===== src/sv/glr_pkg.sv =====
package glr_pkg;

  // Coordinate width is fixed by the word layout
  localparam int COORD_BITS = 12;
  localparam int FRAC_BITS_DEF = 16;

  typedef struct packed {
    logic                  mode;
    logic [COORD_BITS-1:0] start_x;
    logic [COORD_BITS-1:0] start_y;
    logic [COORD_BITS-1:0] end_x;
    logic [COORD_BITS-1:0] end_y;
    logic [31:0]           start_argb;
    logic [31:0]           end_argb;
  } item_t;

  typedef struct packed {
    logic [COORD_BITS-1:0] pixel_x;
    logic [COORD_BITS-1:0] pixel_y;
    logic [31:0]           pixel_argb;
    logic                  last;
  } pixel_t;

  // Classified word handed from the front to the back
  typedef struct packed {
    logic  is_start;
    item_t item;
  } qword_t;

  typedef struct packed {
    logic   valid;
    qword_t word;
  } qout_t;

endpackage


===== src/sv/gradient_line_rasterizer_top.sv =====
// Line rasteriser with colour gradient. A start word (mode 0) latches both
// endpoints and colours and produces no pixel; it occupies the engine while
// the bit-serial divider forms the slope and the iterative square root
// forms the line length. Each step word (mode 1) yields one pixel: the end
// pixel needs no arithmetic, any other pixel one serial square root for the
// distance and, unless the line length is zero, four serial divisions, one
// per channel. Step words while no line is active are dropped. A two-word
// queue in front keeps accepting, until it holds two words, while the
// engine works and a result waits on the output.
module gradient_line_rasterizer_top #(
  parameter int FRAC_BITS = glr_pkg::FRAC_BITS_DEF
) (
  input  logic            clk,
  input  logic            rst,
  input  logic            item_valid,
  output logic            item_stall,
  input  glr_pkg::item_t  item,
  output logic            pixel_valid,
  input  logic            pixel_stall,
  output glr_pkg::pixel_t pixel
);
  import glr_pkg::*;

  qout_t qo;
  logic  pop;

  glr_front u_front (
    .clk(clk), .rst(rst), .item_valid(item_valid), .item_stall(item_stall),
    .item(item), .qo(qo), .pop(pop)
  );

  glr_back #(.FRAC_BITS(FRAC_BITS)) u_back (
    .clk(clk), .rst(rst), .qo(qo), .pop(pop),
    .pixel_valid(pixel_valid), .pixel_stall(pixel_stall), .pixel(pixel)
  );

`ifndef SYNTHESIS
  a_pop_nonempty: assert property (@(posedge clk) disable iff (rst) pop |-> qo.valid)
    else $error("engine popped an empty queue");
  a_full_nonempty: assert property (@(posedge clk) disable iff (rst)
    item_stall |-> qo.valid)
    else $error("queue stalls input while empty");
`endif

endmodule


===== src/sv/glr_front.sv =====
module glr_front (
  input  logic          clk,
  input  logic          rst,
  input  logic          item_valid,
  output logic          item_stall,
  input  glr_pkg::item_t item,
  output glr_pkg::qout_t qo,
  input  logic          pop
);
  import glr_pkg::*;

  qword_t     mem [2];
  logic       wr_ptr;
  logic       rd_ptr;
  logic [1:0] count;
  logic       push;

  assign item_stall = (count == 2'd2);
  assign push       = item_valid && !item_stall;

  // Classify and store incoming words
  always_ff @(posedge clk) begin
    if (push) begin
      mem[wr_ptr].is_start <= !item.mode;
      mem[wr_ptr].item     <= item;
    end
  end

  // Advance pointers and fill level
  always_ff @(posedge clk) begin
    if (rst) begin
      wr_ptr <= 1'b0;
      rd_ptr <= 1'b0;
      count  <= 2'd0;
    end else begin
      if (push) wr_ptr <= !wr_ptr;
      if (pop)  rd_ptr <= !rd_ptr;
      count <= count + {1'b0, push} - {1'b0, pop};
    end
  end

  assign qo.valid = (count != 2'd0);
  assign qo.word  = mem[rd_ptr];

endmodule


===== src/sv/glr_sqrt.sv =====
module glr_sqrt #(
  parameter int FRAC_BITS = glr_pkg::FRAC_BITS_DEF
) (
  input  logic                                    clk,
  input  logic                                    rst,
  input  logic                                    start,
  input  logic [2*glr_pkg::COORD_BITS:0]          sq,
  output logic                                    busy,
  output logic [glr_pkg::COORD_BITS+FRAC_BITS:0]  root
);
  import glr_pkg::*;

  localparam int LW  = COORD_BITS + FRAC_BITS + 1;
  localparam int RW  = LW + 3;
  localparam int SSW = 2 * COORD_BITS + 2;
  localparam int CW  = $clog2(LW + 1);

  logic [SSW-1:0] sqs;
  logic [RW-1:0]  rem;
  logic [CW-1:0]  cnt;
  logic [RW-1:0]  rem_s;
  logic [RW-1:0]  trial;

  // One result bit per cycle, two radicand bits consumed
  assign rem_s = {rem[RW-3:0], sqs[SSW-1 -: 2]};
  assign trial = {1'b0, root, 2'b01};

  always_ff @(posedge clk) begin
    if (rst) begin
      busy <= 1'b0;
    end else if (start) begin
      busy <= 1'b1;
      cnt  <= CW'(LW);
      sqs  <= {1'b0, sq};
      rem  <= '0;
      root <= '0;
    end else if (busy) begin
      sqs <= {sqs[SSW-3:0], 2'b00};
      if (rem_s >= trial) begin
        rem  <= rem_s - trial;
        root <= {root[LW-2:0], 1'b1};
      end else begin
        rem  <= rem_s;
        root <= {root[LW-2:0], 1'b0};
      end
      cnt <= cnt - 1'b1;
      if (cnt == CW'(1)) busy <= 1'b0;
    end
  end

endmodule


===== src/sv/glr_div.sv =====
module glr_div #(
  parameter int NW = 37,
  parameter int DW = 29
) (
  input  logic          clk,
  input  logic          rst,
  input  logic          start,
  input  logic [NW-1:0] num,
  input  logic [DW-1:0] den,
  output logic          busy,
  output logic [NW-1:0] quo,
  output logic [DW-1:0] rmd
);
  localparam int CW = $clog2(NW + 1);

  logic [DW-1:0] dreg;
  logic [CW-1:0] cnt;
  logic [DW:0]   trial;

  // Restoring division, one quotient bit per cycle
  assign trial = {rmd, quo[NW-1]};

  always_ff @(posedge clk) begin
    if (rst) begin
      busy <= 1'b0;
    end else if (start) begin
      busy <= 1'b1;
      cnt  <= CW'(NW);
      quo  <= num;
      rmd  <= '0;
      dreg <= den;
    end else if (busy) begin
      if (trial >= {1'b0, dreg}) begin
        rmd <= DW'(trial - {1'b0, dreg});
        quo <= {quo[NW-2:0], 1'b1};
      end else begin
        rmd <= trial[DW-1:0];
        quo <= {quo[NW-2:0], 1'b0};
      end
      cnt <= cnt - 1'b1;
      if (cnt == CW'(1)) busy <= 1'b0;
    end
  end

endmodule


===== src/sv/glr_back.sv =====
module glr_back #(
  parameter int FRAC_BITS = glr_pkg::FRAC_BITS_DEF
) (
  input  logic            clk,
  input  logic            rst,
  input  glr_pkg::qout_t  qo,
  output logic            pop,
  output logic            pixel_valid,
  input  logic            pixel_stall,
  output glr_pkg::pixel_t pixel
);
  import glr_pkg::*;

  localparam int C    = COORD_BITS;
  localparam int PW   = C + FRAC_BITS;
  localparam int SW   = PW + 1;
  localparam int LW   = PW + 1;
  localparam int NUMW = LW + 8;

  localparam logic [3:0] S_IDLE  = 4'd0;
  localparam logic [3:0] S_LINE  = 4'd1;
  localparam logic [3:0] S_LWAIT = 4'd2;
  localparam logic [3:0] S_SQ    = 4'd3;
  localparam logic [3:0] S_DIST  = 4'd4;
  localparam logic [3:0] S_MUL   = 4'd5;
  localparam logic [3:0] S_DIV   = 4'd6;
  localparam logic [3:0] S_DWAIT = 4'd7;
  localparam logic [3:0] S_OUT   = 4'd8;

  localparam logic [SW-1:0] UNIT = SW'(1) << FRAC_BITS;
  localparam logic [PW-1:0] HALF = PW'(1) << (FRAC_BITS - 1);

  logic [3:0]      state;
  logic            active;
  logic [PW-1:0]   posx, posy;
  logic [SW-1:0]   stpx, stpy;
  logic            xmaj;
  logic [C-1:0]    sx, sy, ex, ey, px, py;
  logic [31:0]     c0, c1, argb;
  logic [LW-1:0]   len, rdist;
  logic [1:0]      ch;
  logic [NUMW-1:0] mag;
  logic            neg;
  logic            last_r;

  logic [C-1:0]    adx, ady, dmaj, dmin;
  logic [2*C:0]    sq;
  logic            sq_start, sq_busy;
  logic [LW-1:0]   root;
  logic            dv_start, dv_busy;
  logic [NUMW-1:0] dv_num, quo;
  logic [LW-1:0]   dv_den, rmd;
  logic [PW-1:0]   rsum;
  logic [C-1:0]    target;
  logic [7:0]      ca, cb;
  logic [8:0]      adiff;
  logic signed [NUMW+1:0] qs, vv;
  logic [SW-1:0]   minor;
  item_t           it;
  logic            idx, idy;

  assign it = qo.word.item;
  assign idx = (it.start_x > it.end_x) ? 1'b0 : 1'b1;
  assign idy = (it.start_y > it.end_y) ? 1'b0 : 1'b1;

  // Distance terms from the start point to the current point
  assign adx  = (sx > px) ? sx - px : px - sx;
  assign ady  = (sy > py) ? sy - py : py - sy;
  assign sq   = (2*C+1)'(adx * adx) + (2*C+1)'(ady * ady);
  assign dmaj = xmaj ? adx : ady;
  assign dmin = xmaj ? ady : adx;

  // Shared divider: slope at line start, colour ratio per channel
  assign dv_num = (state == S_LINE) ? NUMW'({dmin, {FRAC_BITS{1'b0}}}) : mag;
  assign dv_den = (state == S_LINE) ? LW'(dmaj) : len;

  // End test on the major axis, rounded half up
  assign rsum   = (xmaj ? posx : posy) + HALF;
  assign target = xmaj ? ex : ey;

  assign ca    = c0[{ch, 3'b000} +: 8];
  assign cb    = c1[{ch, 3'b000} +: 8];
  assign adiff = (cb >= ca) ? {1'b0, cb} - {1'b0, ca} : {1'b0, ca} - {1'b0, cb};

  // Floor of signed quotient, then offset and clamp
  assign qs = neg ? -$signed({2'b00, quo}) - $signed((NUMW+2)'(rmd != '0))
                  : $signed({2'b00, quo});
  assign vv = qs + $signed((NUMW+2)'(ca));

  assign minor = quo[SW-1:0];

  assign pop      = (state == S_IDLE) && qo.valid;
  assign sq_start = (state == S_LINE) || (state == S_SQ);
  assign dv_start = ((state == S_LINE) && (dmaj != '0)) || (state == S_DIV);

  glr_sqrt #(.FRAC_BITS(FRAC_BITS)) u_sqrt (
    .clk(clk), .rst(rst), .start(sq_start), .sq(sq), .busy(sq_busy), .root(root)
  );

  glr_div #(.NW(NUMW), .DW(LW)) u_div (
    .clk(clk), .rst(rst), .start(dv_start), .num(dv_num), .den(dv_den),
    .busy(dv_busy), .quo(quo), .rmd(rmd)
  );

  // Sequencer
  always_ff @(posedge clk) begin
    if (rst) begin
      state       <= S_IDLE;
      active      <= 1'b0;
      pixel_valid <= 1'b0;
      posx <= '0; posy <= '0; stpx <= '0; stpy <= '0; xmaj <= 1'b0;
      sx <= '0; sy <= '0; ex <= '0; ey <= '0; c0 <= '0; c1 <= '0; len <= '0;
    end else begin
      if (pixel_valid && !pixel_stall && state != S_OUT) pixel_valid <= 1'b0;
      case (state)
        S_IDLE: begin
          if (qo.valid) begin
            if (qo.word.is_start) begin
              sx <= it.start_x; sy <= it.start_y;
              ex <= it.end_x;   ey <= it.end_y;
              px <= it.end_x;   py <= it.end_y;
              c0 <= it.start_argb; c1 <= it.end_argb;
              posx <= {it.start_x, {FRAC_BITS{1'b0}}};
              posy <= {it.start_y, {FRAC_BITS{1'b0}}};
              xmaj <= ((it.start_x > it.end_x) ? it.start_x - it.end_x
                                               : it.end_x - it.start_x) >
                      ((it.start_y > it.end_y) ? it.start_y - it.end_y
                                               : it.end_y - it.start_y);
              stpx <= idx ? SW'(0) : SW'(1);
              stpy <= idy ? SW'(0) : SW'(1);
              active <= 1'b1;
              state  <= S_LINE;
            end else if (active) begin
              if (rsum[PW-1:FRAC_BITS] == target) begin
                px <= ex; py <= ey; argb <= c1; last_r <= 1'b1;
                active <= 1'b0;
                state  <= S_OUT;
              end else begin
                px <= posx[PW-1:FRAC_BITS];
                py <= posy[PW-1:FRAC_BITS];
                posx <= posx + stpx[PW-1:0];
                posy <= posy + stpy[PW-1:0];
                last_r <= 1'b0;
                state  <= S_SQ;
              end
            end
          end
        end
        // Direction flags ride in stpx/stpy bit 0 until the slope is known
        S_LINE: state <= S_LWAIT;
        S_LWAIT: begin
          if (!sq_busy && !dv_busy) begin
            len <= root;
            if (dmaj == '0) begin
              stpx <= '0; stpy <= '0;
            end else if (xmaj) begin
              stpx <= stpx[0] ? -UNIT : UNIT;
              stpy <= stpy[0] ? -minor : minor;
            end else begin
              stpy <= stpy[0] ? -UNIT : UNIT;
              stpx <= stpx[0] ? -minor : minor;
            end
            state <= S_IDLE;
          end
        end
        S_SQ: state <= S_DIST;
        S_DIST: begin
          if (!sq_busy) begin
            rdist <= root;
            ch    <= 2'd3;
            state <= S_MUL;
          end
        end
        S_MUL: begin
          if (len == '0) begin
            argb[{ch, 3'b000} +: 8] <= ca;
            ch    <= ch - 2'd1;
            state <= (ch == 2'd0) ? S_OUT : S_MUL;
          end else begin
            neg   <= cb < ca;
            mag   <= NUMW'(adiff[7:0] * rdist);
            state <= S_DIV;
          end
        end
        S_DIV: state <= S_DWAIT;
        S_DWAIT: begin
          if (!dv_busy) begin
            if (vv < 0)
              argb[{ch, 3'b000} +: 8] <= 8'd0;
            else if (vv > 255)
              argb[{ch, 3'b000} +: 8] <= 8'd255;
            else
              argb[{ch, 3'b000} +: 8] <= vv[7:0];
            ch    <= ch - 2'd1;
            state <= (ch == 2'd0) ? S_OUT : S_MUL;
          end
        end
        S_OUT: begin
          if (!pixel_valid || !pixel_stall) begin
            pixel_valid      <= 1'b1;
            pixel.pixel_x    <= px;
            pixel.pixel_y    <= py;
            pixel.pixel_argb <= argb;
            pixel.last       <= last_r;
            state            <= S_IDLE;
          end
        end
        default: state <= S_IDLE;
      endcase
    end
  end

endmodule


===== config.mk =====
export PLATFORM = sky130hd
export DESIGN_NAME = gradient_line_rasterizer_top
export DESIGN_NICKNAME = d
export VERILOG_FILES = /design/src/sv/glr_pkg.sv /design/src/sv/gradient_line_rasterizer_top.sv /design/src/sv/glr_front.sv /design/src/sv/glr_sqrt.sv /design/src/sv/glr_div.sv /design/src/sv/glr_back.sv
export SDC_FILE = /design/constraint.sdc
export NUM_CORES = 2
export LEC_CHECK = 0
export ABC_AREA = 1
export ABC_CLOCK_PERIOD_IN_PS = 15300
export BUFFER_PORTS_ARGS = -buffer_cell sky130_fd_sc_hd__buf_2
export CAP_MARGIN = 20
export CORE_MARGIN = 2
export CORE_UTILIZATION = 60
export CTS_CLUSTER_SIZE = 8
export DETAILED_ROUTE_END_ITERATION = 7
export PLACE_DENSITY = 0.81
export SLEW_MARGIN = 20
export SYNTH_ARGS = -nofsm -noshare
export SYNTH_HDL_FRONTEND = slang
export SYNTH_SLANG_ARGS = --single-unit

===== constraint.sdc =====
create_clock -name clk -period 15.3 [get_ports clk]
set_input_delay 0 -clock clk [delete_from_list [all_inputs] [get_ports clk]]
set_output_delay 0 -clock clk [all_outputs]
set_load 0.01 [all_outputs]

* Word level (Yosys, flattened, before mapping)
Memory sizes are Yosys's and may differ from the RTL's. A register that Yosys moved wholly into a read port is not among the register bits.
Index checks and enable logic that the tools add are counted.
** Operators by class
- Add/sub/neg operators :: 26
- Multipliers :: 3
- Divide/modulo/power cells :: 0
- Magnitude comparators :: 11
- Equal/unequal tests :: 25
- Shift operators :: 7
- Muxes and demuxes :: 100
- Bitwise operators :: 4
- Reductions and logical operators :: 46
** Operators by type and width (number)
- 28-bit two-way mux :: 21
- 32-bit two-way mux :: 8
- 12-bit two-way mux :: 14
- 32-bit bitwise mux :: 4
- 28-bit one-hot mux with 2 select lines :: 2
- 37-bit two-way mux :: 3
- 32-bit one-hot mux with 3 select lines :: 1
- 12-bit subtractor :: 8
- 29-bit two-way mux :: 3
- 32-bit by 6-bit indexed part select with 8-bit output :: 2
- 8-bit by 7-bit indexed part select with 32-bit output :: 2
- 8-bit by 7-bit indexed part select with 32-bit output, first input constant :: 2
- 12-bit > comparator :: 5
- 30-bit two-way mux :: 2
- 28-bit adder :: 2
- 12-bit by 12-bit multiplier with 24-bit output :: 2
- 4-bit two-way mux :: 10
- 39-bit by 9-bit adder with 39-bit output :: 1
- 39-bit by 9-bit > comparator with 1-bit output, second input constant :: 1
- 39-bit by 1-bit < comparator with 1-bit output, second input constant :: 1
- 39-bit two-way mux :: 1
- 37-bit negator with 39-bit output :: 1
- 39-bit by 2-bit subtractor with 39-bit output :: 1
- 8-bit by 29-bit multiplier with 37-bit output :: 1
- 56 further kinds :: 124
** Word-level totals
- Bits in registers :: 640
- Bits in latches :: 0
- RAM bits :: 228
- Memory bits (read-only) :: 0
- Input port bits :: 117
- Output and inout port bits :: 59
- Memories kept :: 1
** Memories
- u_front.mem :: words 2, width 114, rd ports 1, clocked after Yosys merged registers in 1, wr ports 1, line glr_front.sv:12 : qword_t mem [2];

* Longest topological paths before layout
- Word-level depth :: 10
- Mapped depth :: 47
- Mapped depth without buffers :: 47

* Modules after synthesis
A second synthesis with hierarchy kept.
** Second synthesis, totals
- Cells, all modules :: 8808
- Area, all modules :: 70037.2 µm²
** Modules (own cells, without submodules)
- glr_back :: instances 1, cells each 6658, area an instance 48439.0 µm², sequential area each 10700.3 µm²
- glr_front :: instances 1, cells each 389, area an instance 8710.9 µm², sequential area each 6946.7 µm²
- glr_div :: instances 1, cells each 886, area an instance 6587.6 µm², sequential area each 3052.9 µm²
- glr_sqrt :: instances 1, cells each 875, area an instance 6299.8 µm², sequential area each 2722.6 µm²

* Worst setup path after synthesis
OpenSTA, ideal clock, no wires.
- Path kind :: register -> register
- Start point :: register u_back.ch[1]
- End point :: register u_back.mag[33] (data pin)
- Arrival :: 8.241 ns
- Path slack :: 6.800 ns
- Stages on the path, launching flop included :: 39
- Buffers on the path :: 4
- Cells stage by stage :: edfxtp_1 > clkbuf_1 > inv_1 > clkbuf_1 > clkbuf_1 > a32oi_1 > inv_1 > ha_1 > inv_1 > fa_1 > inv_1 > o21ai_0 > a211oi_1 > nand2_1 > o21ai_0 > xor2_1 > clkbuf_1 > nor2_1 > [3 not listed] > fa_1 > inv_1 > fa_1 > ha_1 > nand2_1 > o21ai_0 > nand2_1 > nand2_1 > a21oi_1 > o21ai_0 > a21oi_1 > o21ai_0 > nand2_1 > nand2_1 > a21oi_1 > o31ai_1 > a21oi_1 > xnor2_1
** On the way
- Cells in the longest elaborated chain, start to end :: 4
** RTL lines
- start, declared :: line glr_back.sv:41 : logic [1:0] ch;
- start signal, assigned :: line glr_back.sv:177 : ch <= ch - 2'd1;
- start signal, assigned :: line glr_back.sv:194 : ch <= ch - 2'd1;
- 32-bit by 6-bit indexed part select with 8-bit output, on equally long branches :: line glr_back.sv:81, glr_back.sv:82
- 8-bit subtractor / 8-bit greater-or-equal comparator (equally long branches) :: line glr_back.sv:83 : assign adiff = (cb >= ca) ? {1'b0, cb} - {1'b0, ca} : {1'b0, ca} - {1'b0, cb};
- 8-bit two-way mux * :: line glr_back.sv:83
- 8-bit by 29-bit multiplier with 37-bit output * :: line glr_back.sv:181 : mag <= NUMW'(adiff[7:0] * rdist);
- end signal, assigned :: line glr_back.sv:181
- end, declared :: line glr_back.sv:42 : logic [NUMW-1:0] mag;
Every way passes the cells marked *; elsewhere a longest branch is shown, timed or not.
A chain may end at the register's enable or synchronous reset.

* Worst setup path in the final report
- Start point :: register u_back.ch[0]
- End point :: register u_back.mag[33] (data pin)
Same word-level chain as after synthesis.

==> impl_metrics.json <==
{
  "cts_resized": 0,
  "antenna_found_initial": 7,
  "hold_viol_final": 0,
  "dieArea_sq_um": 113900,
  "cts_tree": "built",
  "numClockSinks": 867,
  "arrival_ns": 10.99,
  "numCtsBuffers": 121,
  "drt_iter0_drc": 7544,
  "path_buf_inv": 8,
  "rrSetupSlack_ns": 4.75,
  "grt.total_usage": 0.3681,
  "rows": 122,
  "async_reset_ff_frac": 0,
  "drc": 0,
  "wl_per_cell_um": 21.10,
  "crit_family": "adder cells",
  "clk_pin_slew_worst_paths_ns": 0.06,
  "vias_per_cell": 5.936,
  "htree_levels": 3,
  "path_class": "register to register",
  "finalWeightedCongestion": 1.014,
  "whs_path_depth": 2,
  "regToRegStartpoint": "u_back.ch[0]",
  "required_ns": 15.74,
  "clk_latency_ns": 0.81,
  "syn_inst": 8198,
  "core_area_sq_um": 110500,
  "syn_area_per_cell_sq_um": 8.142,
  "synth_nets": 9172,
  "initial_core_util": 0.6039,
  "crit_fanout": 62,
  "synth-seq-cells": 867,
  "dp_hpwl_mm": 154.8,
  "synthFlopType": "edfxtp_1",
  "hold-path-endpoint": "u_front.mem[1][99]",
  "tns_ns": 0,
  "min_from": "item[99]",
  "slew_headroom": 0.2100,
  "root_buffer": "clkbuf_16",
  "path_common_cell": "nand2_1",
  "netlist_area_sq_um": 66750,
  "cpPeakStageDelay_ns": 0.86,
  "finalNetCount": 9464,
  "clock_skew_ns": 0.1356,
  "synth_edf_count": 600,
  "hold_path.class": "input port to register",
  "yosys.cell_types.count": 62,
  "io_buffers": 175,
  "clock_path_buffers": 3,
  "max_freq_mhz": 94.76,
  "grt_max_degree": 111,
  "start_kind": "register",
  "cts_setup_buffers": 0,
  "setup_viol": 0,
  "dr_total_vias": 59810,
  "grt_pass1_vias": 57440,
  "area.growth.synth_to_final_pct": 12.12,
  "grt_first_pass_wirelength_mm": 325.2,
  "yosysSeqAreaShare": 0.3500,
  "rsz0062_at_grt": "false",
  "cp_num_cells": 38,
  "yosysWarnings": 0,
  "dr.pass1.iters": 8,
  "drt_wl_total_mm": 212.6,
  "layout-drive-gt1-share": 0.06617,
  "status": "completed",
  "max_cap_violations": 0,
  "fin_crit_ns": 10.55,
  "rr_worst_depth": 38,
  "die_h_um": 337.5,
  "cp_slowest_cell": "clkinv_1",
  "drtAntennaViolNets": 0,
  "io_pins": 176,
  "die_w_um": 337.5,
  "worstSetupEndpointType": "register",
  "final.period_utilization": 0.6898,
  "r2r-end": "u_back.mag[33]",
  "overflow": 0,
  "worst_pin_slew_ns": 1.177,
  "slew_violations": 0
}
-- area by class of cell --
cell class | count | area, sq um
multi-input combinational | 5806 | 37650
sequential | 867 | 23370
clock buffer | 208 | 3416
inverter | 1223 | 4593
tap | 1488 | 1862
timing repair buffer | 471 | 3711
clock inverter | 9 | 222.7
fill | 8878 | 35680
antenna | 3 | 7.507
-- sequential cells by signal, indices dropped and copies added (netlist names), 26 cells and up, named ones only --
register and count:
u_back.argb 32, u_back.c0 32, u_back.c1 32, u_back.len 29, u_back.mag 37, u_back.pixel 57
u_back.posx 28, u_back.posy 28, u_back.rdist 29, u_back.stpx 28, u_back.stpy 28, u_back.u_div.dreg 29
u_back.u_div.quo 37, u_back.u_div.rmd 29, u_back.u_sqrt.rem 30, u_back.u_sqrt.root 29, u_back.u_sqrt.sqs 26, u_front.mem 226
-- per-layer routing --
layer	vias to the layer above	track usage	wire length, um
met2	3429	0.5796	96070
met3	618	0.07732	23240
met5	-	0	50
li1	27430	-	-
met1	28330	0.5005	84440
met4	8	0.1403	8748
-- metrics by stage --
stage | util | worst slack (ns) | instance area, sq um | cells | hold WS [ns]
after global placement | 0.6231 | 5.341 | 68860 | 9627 | 0.1871
after CTS | 0.6766 | 4.894 | 74770 | 10070 | 0.006930
final | 0.6771 | 4.747 | 74840 | 10080 | 0.04281
after floorplan | - | 6.800 | 66750 | 8198 | 0.09887
after detailed placement | 0.6234 | 5.018 | 68890 | 9629 | 0.1915
after global routing | 0.6771 | 3.971 | 74830 | 10070 | 0.02391
-- cells by family after synthesis --
group                      count (synthesis)  share of synthesized area
xor gates and xnor gates                 265                    0.03517
DFF                                      867                     0.3500
muxes                                      8                   0.001200
and+or+nand+nor                         3086                     0.1900
buffers and inverters                   1525                    0.08837
AOI/OAI and AO/OA                       1590                     0.1319
adders and majority gates                857                     0.2034
-- worst register-to-register path: cells and delay by family (launching register included) --
family / cells / cell delay (ns)
AND/OR/NAND/NOR: 10 / 1.62
multiplexers: 1 / 0.20
flip-flops: 1 / 0.38
XOR/XNOR: 2 / 0.62
AO/OA/AOI/OAI: 10 / 2.30
buffers and inverters: 8 / 2.42
adder cells (fa/ha/maj): 7 / 2.71
-- worst max path at each step --
stage	from	end	slack (ns)
2_1_floorplan	u_back.ch[1]	u_back.mag[33]	6.80
3_5_place_dp	u_back.ch[0]	u_back.mag[33]	5.02
3_3_place_gp	u_back.ch[0]	u_back.mag[33]	5.34
4_1_cts	u_back.ch[0]	u_back.mag[33]	4.89
6_report	u_back.ch[0]	u_back.mag[33]	4.75
5_1_grt	u_back.ch[0]	u_back.mag[30]	3.97
-- layout by cell type (no fill, tap or decap), types with 20 or more instances in the layout --
master / n
nand2_1: 1768
inv_1: 1188
nor2_1: 714
a21oi_1: 634
edfxtp_1: 600
o21ai_0: 598
ha_1: 477
fa_1: 380
nand3_1: 310
dfxtp_1: 265
dlygate4sd3_1: 224
xor2_1: 178
buf_2: 175
clkbuf_16: 122
nand4_1: 96
a31oi_1: 85
xnor2_1: 82
clkbuf_1: 82
or2_2: 73
buf_4: 69
a211oi_1: 35
nor3_1: 31
o211ai_1: 30
o221ai_1: 29
a21o_1: 25
nor4_1: 25
o21bai_1: 23
o21ai_1: 21
o21ai_2: 20
-- cell usage after synthesis (181+ instances only) --
| master | count | share of area |
|---|---|---|
| a21oi_1 | 636 | 0.048 |
| clkbuf_1 | 242 | 0.014 |
| dfxtp_1 | 267 | 0.080 |
| edfxtp_1 | 600 | 0.27 |
| fa_1 | 380 | 0.11 |
| ha_1 | 477 | 0.089 |
| inv_1 | 1192 | 0.067 |
| nand2_1 | 1770 | 0.10 |
| nand3_1 | 310 | 0.023 |
| nor2_1 | 726 | 0.041 |
| o21ai_0 | 603 | 0.045 |
| xor2_1 | 181 | 0.024 |
-- timing repair --
action / 4_1_cts / 5_1_grt
endpoints found under the setup margin: 0 / 0
hold endpoints to repair: 301 / 0
hold buffers: 224 / 0
Power is left out: the tool's default activity adds up to more than one toggle a clock period on the data nets, which glitch-free logic cannot reach.
